`src/rtl/chg_pkg.sv`:
```
// Shared types and sizes for the convex hull (Graham scan) unit.
// No dependencies; every other file imports this package.
`timescale 1ns / 1ps
package chg_pkg;
  localparam int MAX_POINTS = 64;
  localparam int CW         = 16;
  localparam int ADDR_W     = $clog2(MAX_POINTS);
  localparam int CNT_W      = $clog2(MAX_POINTS + 1);
  localparam int DW         = CW + 1;
  localparam int PW         = 2 * DW;
  localparam int SW         = PW + 1;
  localparam int JOB_DEPTH  = 2;

  typedef logic [CNT_W-1:0]  cnt_t;
  typedef logic [ADDR_W-1:0] addr_t;

  typedef struct packed {
    logic signed [CW-1:0] x;
    logic signed [CW-1:0] y;
  } pt_t;

  typedef struct packed {
    cnt_t n;
    logic ovf;
  } job_t;

  typedef struct packed {
    logic done;
    logic pos;
    logic zero;
    logic closer;
  } geo_t;

  typedef enum logic [4:0] {
    ST_IDLE, ST_ANC_A, ST_ANC_B, ST_CPY_INIT, ST_CPY_A, ST_CPY_B,
    ST_SRT_I, ST_SRT_V, ST_SRT_J, ST_SRT_U, ST_SRT_W,
    ST_COL_0, ST_COL_1, ST_COL_A, ST_COL_B, ST_COL_W,
    ST_SCN_A, ST_SCN_B, ST_SCN_C, ST_SCN_W, ST_SCN_P,
    ST_EMT_A, ST_EMT_B
  } bst_t;
endpackage

```
`src/rtl/chg_front.sv`:
```
// Front end: takes points into the point store, counts them, marks overflow
// and queues one job per set. Depends on chg_pkg.
`timescale 1ns / 1ps
module chg_front (
  input  logic          clk,
  input  logic          rst_n,
  input  chg_pkg::pt_t  pt,
  input  logic          last,
  input  logic          push,
  output logic          full,
  input  chg_pkg::addr_t rd_addr,
  output chg_pkg::pt_t  rd_data,
  input  logic          job_pop,
  output logic          job_valid,
  output chg_pkg::job_t job,
  input  logic          store_free
);
  import chg_pkg::*;

  pt_t  mem [MAX_POINTS];
  cnt_t count_r, count_nxt;
  logic ovf_r, ovf_nxt;
  logic lock_r;
  job_t q_r [JOB_DEPTH];
  logic wp_r, rp_r;
  logic [1:0] qn_r;
  logic accept, has_room;

  assign full      = lock_r || (qn_r == 2'(JOB_DEPTH));
  assign accept    = push && !full;
  assign has_room  = (count_r < cnt_t'(MAX_POINTS));
  assign count_nxt = has_room ? count_r + cnt_t'(1) : count_r;
  assign ovf_nxt   = ovf_r || !has_room;
  assign job_valid = (qn_r != 2'd0);
  assign job       = q_r[rp_r];

  always_ff @(posedge clk) begin
    if (accept && has_room) begin
      mem[count_r[ADDR_W-1:0]] <= pt;
    end
    rd_data <= mem[rd_addr];
  end

  always_ff @(posedge clk) begin
    if (accept && last) begin
      q_r[wp_r] <= '{n: count_nxt, ovf: ovf_nxt};
    end
  end

  always_ff @(posedge clk) begin
    if (!rst_n) begin
      count_r <= '0;
      ovf_r   <= 1'b0;
      lock_r  <= 1'b0;
      wp_r    <= 1'b0;
      rp_r    <= 1'b0;
      qn_r    <= 2'd0;
    end else begin
      if (accept) begin
        count_r <= last ? '0 : count_nxt;
        ovf_r   <= last ? 1'b0 : ovf_nxt;
      end
      if (accept && last) begin
        lock_r <= 1'b1;
        wp_r   <= ~wp_r;
      end else if (store_free) begin
        lock_r <= 1'b0;
      end
      if (job_pop && job_valid) begin
        rp_r <= ~rp_r;
      end
      qn_r <= qn_r + 2'(accept && last) - 2'(job_pop && job_valid);
    end
  end
endmodule

```
`config.mk`:
```
export PLATFORM = sky130hd
export DESIGN_NAME = chg_front
export DESIGN_NICKNAME = d
export VERILOG_FILES = /design/src/rtl/chg_pkg.sv /design/src/rtl/chg_front.sv
export SDC_FILE = /design/constraint.sdc
export NUM_CORES = 2
export LEC_CHECK = 0
export BUFFER_PORTS_ARGS = -buffer_cell sky130_fd_sc_hd__buf_4
export CORE_MARGIN = 2
export CORE_UTILIZATION = 30
export CTS_BUF_LIST = sky130_fd_sc_hd__clkbuf_4 sky130_fd_sc_hd__clkbuf_8 sky130_fd_sc_hd__clkbuf_16
export DETAILED_ROUTE_END_ITERATION = 10
export SYNTH_ARGS = -nofsm -noshare
export SYNTH_HDL_FRONTEND = slang
export SYNTH_SLANG_ARGS = --single-unit
```
`constraint.sdc`:
```
create_clock -name clk -period 3.2 [get_ports clk]
set_clock_uncertainty 0.2 [all_clocks]
set_input_delay 0.32 -clock clk [delete_from_list [all_inputs] [get_ports clk]]
set_output_delay 0.32 -clock clk [all_outputs]
set_load 0.03 [all_outputs]
```
# Word level (Yosys, flattened, before mapping)
# Memories as Yosys holds them, arrays and structs flattened. A register that Yosys moved wholly into a read port is not among the register bits.
# Index checks and enable logic that the tools add are counted.
word_totals:
  ramBits: 2064
  register_bits: 13
  mem_count: 2
op_classes:
  n_addsub: 3
  muxes: 11
  n_eq_ne: 1
  n_lt_le_gt_ge: 1
  reduce_logical: 10
  n_bitwise: 2
mem_list:
  columns: ["name", "depth", "width", "rd", "rd_ports_with_merged_regs", "wr", "line", "source"]
  rows:
  - ["mem", 64, 32, 1, 1, 1, "chg_front.sv:20", "pt_t mem [MAX_POINTS];"]
  - ["q_r", 2, 8, 1, 1, 1, "chg_front.sv:24", "job_t q_r [JOB_DEPTH];"]
op_table:
  columns: ["cell", "n"]
  rows:
  - ["7-bit two-way mux", 2]
  - ["1-bit two-way mux", 9]
  - ["7-bit by 1-bit adder with 7-bit output (second input constant)", 1]
  - ["7-bit less-than comparator (second input constant)", 1]
  - ["1-bit logical AND", 4]
  - ["2-bit nonzero test", 2]
  - ["2-bit by 1-bit adder with 2-bit output", 1]
  - ["2-bit equality test (second input constant)", 1]
  - ["1-bit zero test", 2]
  - ["1-bit logical OR", 2]
  - ["1-bit NOT", 2]
  - ["2-bit by 1-bit subtractor with 2-bit output", 1]

# Logic depth before layout (Yosys ltp)
depth:
  word_depth: 7
  mapped_depth: 10
  depth_no_buf: 9

# Worst setup path after synthesis
# Ideal clock, no wire load.
synth_timing:
  kind: "register to register"
  from: "reg qn_r[1]"
  to: "mem mem[63][0] (netlist name), enable pin"
  arrival_ns: 2.708
  setup_ns: 0.421
  required_time_ns: 2.579
  path_stages_with_launch: 7
  n_path_buf: 1
  setup_slack_ns: -0.129
  cell_sequence: "dfxtp_1 inv_1 o211ai_1 clkbuf_1 nor3b_1 nand3_1 nor2_1"
synth_between:
  elab_chain_cells: 7
synth_rtl:
  columns: ["item", "line", "source"]
  rows:
  - ["from (decl)", "chg_front.sv:26", "logic [1:0] qn_r;"]
  - ["from (signal assigned)", "chg_front.sv:72", "qn_r <= qn_r + 2'(accept && last) - 2'(job_pop && job_valid);"]
  - ["2-bit equality test", "chg_front.sv:29", "assign full = lock_r || (qn_r == 2'(JOB_DEPTH));"]
  - ["1-bit logical OR", "chg_front.sv:29", null]
  - ["1-bit zero test", "chg_front.sv:30", "assign accept = push && !full;"]
  - ["1-bit logical AND", "chg_front.sv:30", null]
  - ["1-bit logical AND", "chg_front.sv:38", "if (accept && has_room) begin"]
  - ["1-bit two-way mux", "chg_front.sv:38", null]
  - ["1-bit two-way mux (implied by the code)", "chg_front.sv:39", "mem[count_r[ADDR_W-1:0]] <= pt;"]
  - ["to (decl)", "chg_front.sv:20", null]
# No other way between the ends.

# Final worst setup path
layout_timing:
  from: "reg qn_r[1]"
  to: "mem mem[23][12] (netlist name), enable pin"
# The elaborated chain is that of the path after synthesis.

==> impl_metrics.ini <==
[synthesis]
synth.distinct_cells = 61
synth_top_area_cell = edfxtp_1
syn_avg_cell_area_um2 = 22.5
yosys-top-cells-count = edfxtp_1, mux4_2, nor2_1
synth.most_common_cell = edfxtp_1
syn_inst = 3567
synth-edff-count = 2064
syn_area_um2 = 80200
synth_area_leaders = edfxtp_1, mux4_2, dfxtp_1, mux4_1, mux2i_1
synth_nets = 3614
yosysWarnings = 0
seq_area_frac_synth_pct = 78.5
async_reset_ff_share_pct = 0
synth.ff_latch_count = 2110
synth_ff_type = edfxtp_1
yosysTopAreaCellShare_pct = 77.3

[timing]
post-route-period-util_pct = 93.0
setup_viol = 0
post-route-min-period_ps = 2980
finalMaxSlewViolations = 0
rsz0062_at_grt = false
fin_hold_ws_ps = 132
fin_tns_setup_ps = 0
tightest_slew_ps = 1040
timing.fmax_ghz = 0.336
hold_viol_final = 0
relSlewSlack_pct = 30.0
fin_ws_ps = 224

[clock_network]
cts_tree = built
clockRootBuffer = clkbuf_16
path_clk_slew_ps = 60
cts_buffer_depth = 3
post_cts_resized = 0
htreeDepth = 4
insertion_delay_ps = 850
clock-sinks = 2110
numCtsBuffers = 209

[detailed_routing]
wl_mm = 224
first_pass_iters = 5
drtIter0Drc = 4875
drc = 0
num_vias = 40400
ant_nets = 0
wire_per_inst_um = 29.1
via_per_inst = 5.24

[setup_path]
critical_path_peak_fanout = 15
reg2reg_depth = 8
crit_type = reg -> reg
end_kind = register
critPathLaunchType = register
cp.arrival_ps = 3310
critPathRequiredTime_ps = 3530
r2r_end = mem[23][12]
rr_startpoint = qn_r[1]
reg2reg_slack_ps = 220

[final_layout]
nNetsFinal = 4042
syn2layout_area_growth_pct = 18.6
num-fill-cells = 24100
drive_gt1_share_pct = 30.5
multi_input_area_um2 = 16500
register_area_um2 = 62900

[floorplan]
die_h_um = 521
die_area_um2 = 271000
start_util_pct = 30.2
ios = 86
placeableCoreArea_um2 = 266000
die_w_um = 521
num_rows = 189

[pwr]
ir_drop_uv = 519
p_leak_nw = 29.5
power.density_nw_per_um2 = 612

[place]
io_buffer_count = 85
gp_congestion = 0.773
pre_cts_ws_ps = -54.0
dp_hpwl_mm = 131

[hold_path]
worstHoldPathType = in -> reg
hold_path_end = count_r[1]
hold_start = rst_n
hold_path_depth = 3

[grt]
grt_antenna_before_repair = 27
grt_pass1_vias = 40600
grt_max_degree = 65
grt_overflow = 0
grt_util_all_layers_pct = 16.3
grt_pass1_wl_mm = 315

[run]
cap_viol_max_count = 0

[run_status]
status = completed
[cell type report]
cell class	count	area share [%]
flip-flops and latches	2110	66.1
clock buffers	265	5.97
inverters	3	0.0118
clock inverters	119	1.19
diodes	8	0.0211
repair buffers	420	4.61
well taps	3533	4.65
multi-input cells	1251	17.4
[where the power goes]
part	total [mW]	leakage, nW	switching (mW)	internal (mW)
Sequential	30.7	19.0	0.172	30.5
Clock	24.1	3.39	10.5	13.7
Combinational	3.37	7.19	2.09	1.29
Total	58.2	29.5	12.7	45.5
[repair_timing]
item	in CTS	in global routing
hold endpoints to repair	2085	0
setup buffers	0	0
hold buffers	44	0
[sequential cells by signal, summed over array words and instances, names as in the netlist, named ones only]
register and flops:
count_r 7, lock_r 1, mem 2048, ovf_r 1, q_r 16, qn_r 2, rd_data 32, rp_r 1
wp_r 1
[worst max-delay path by stage]
stage,start,endpoint,slack (ps),cells after the start
floorplan,qn_r[1],mem[63][0],-130,6
global placement,rd_addr[0],rd_data[13],-60,8
detailed placement,rd_addr[0],rd_data[13],-50,8
CTS,qn_r[1],mem[23][12],240,8
global route,qn_r[1],mem[22][0],80,8
finish,qn_r[1],mem[23][12],220,8
[metrics by stage]
stage	power [mW]	instance area, µm²	utilization, %	instances
3_5_place_dp	34.6	87800	33.1	7273
6_report	58.2	95100	35.8	7709
2_1_floorplan	32.9	80200	-	3567
3_3_place_gp	34.6	87800	33.1	7273
5_1_grt	59.8	95100	35.8	7701
4_1_cts	58.6	95100	35.8	7701
[worst max-delay path, stage by stage, from the launching register on]
cell      delay (ps)
dfxtp_1          330
inv_1             90
o211ai_1         130
buf_4            190
nor3b_1          510
nand3_1          160
buf_4            260
nor2_4           500
buf_12           250
[cell families (layout without fill, tap and decap cells)]
kind of cell	Yosys count	in the layout	share of synthesized area (%)
flops	2110	2110	78.5
mux	573	573	14.9
simple gates	412	412	2.64
compound gates	255	255	2.32
buf+inv	206	807	1.53
xor+xnor	8	8	0.0874
fa+ha+maj	3	3	0.0468
other cells	0	8	0
[placed cells by master, fill, tap and decap left out, drive strengths merged, types with 55 or more instances in the layout]
cell type / netlist / layout
edfxtp: 2064 / 2064
mux4: 487 / 487
buf: 138 / 376
clkbuf: 65 / 265
clkinv: 0 / 97
nor2: 85 / 85
nand2: 83 / 83
o22ai: 69 / 69
mux2i: 64 / 64
nand3: 63 / 63
a22oi: 55 / 55
[metal layers]
metal	wire length (µm)	part of all wire, %	GRT usage, %
met1	90600	40	22.3
met4	6630	3.0	4.67
met5	95	0.042	0
met2	108000	48	26.8
met3	18600	8.3	2.79
(Power assumes the default switching activity.)
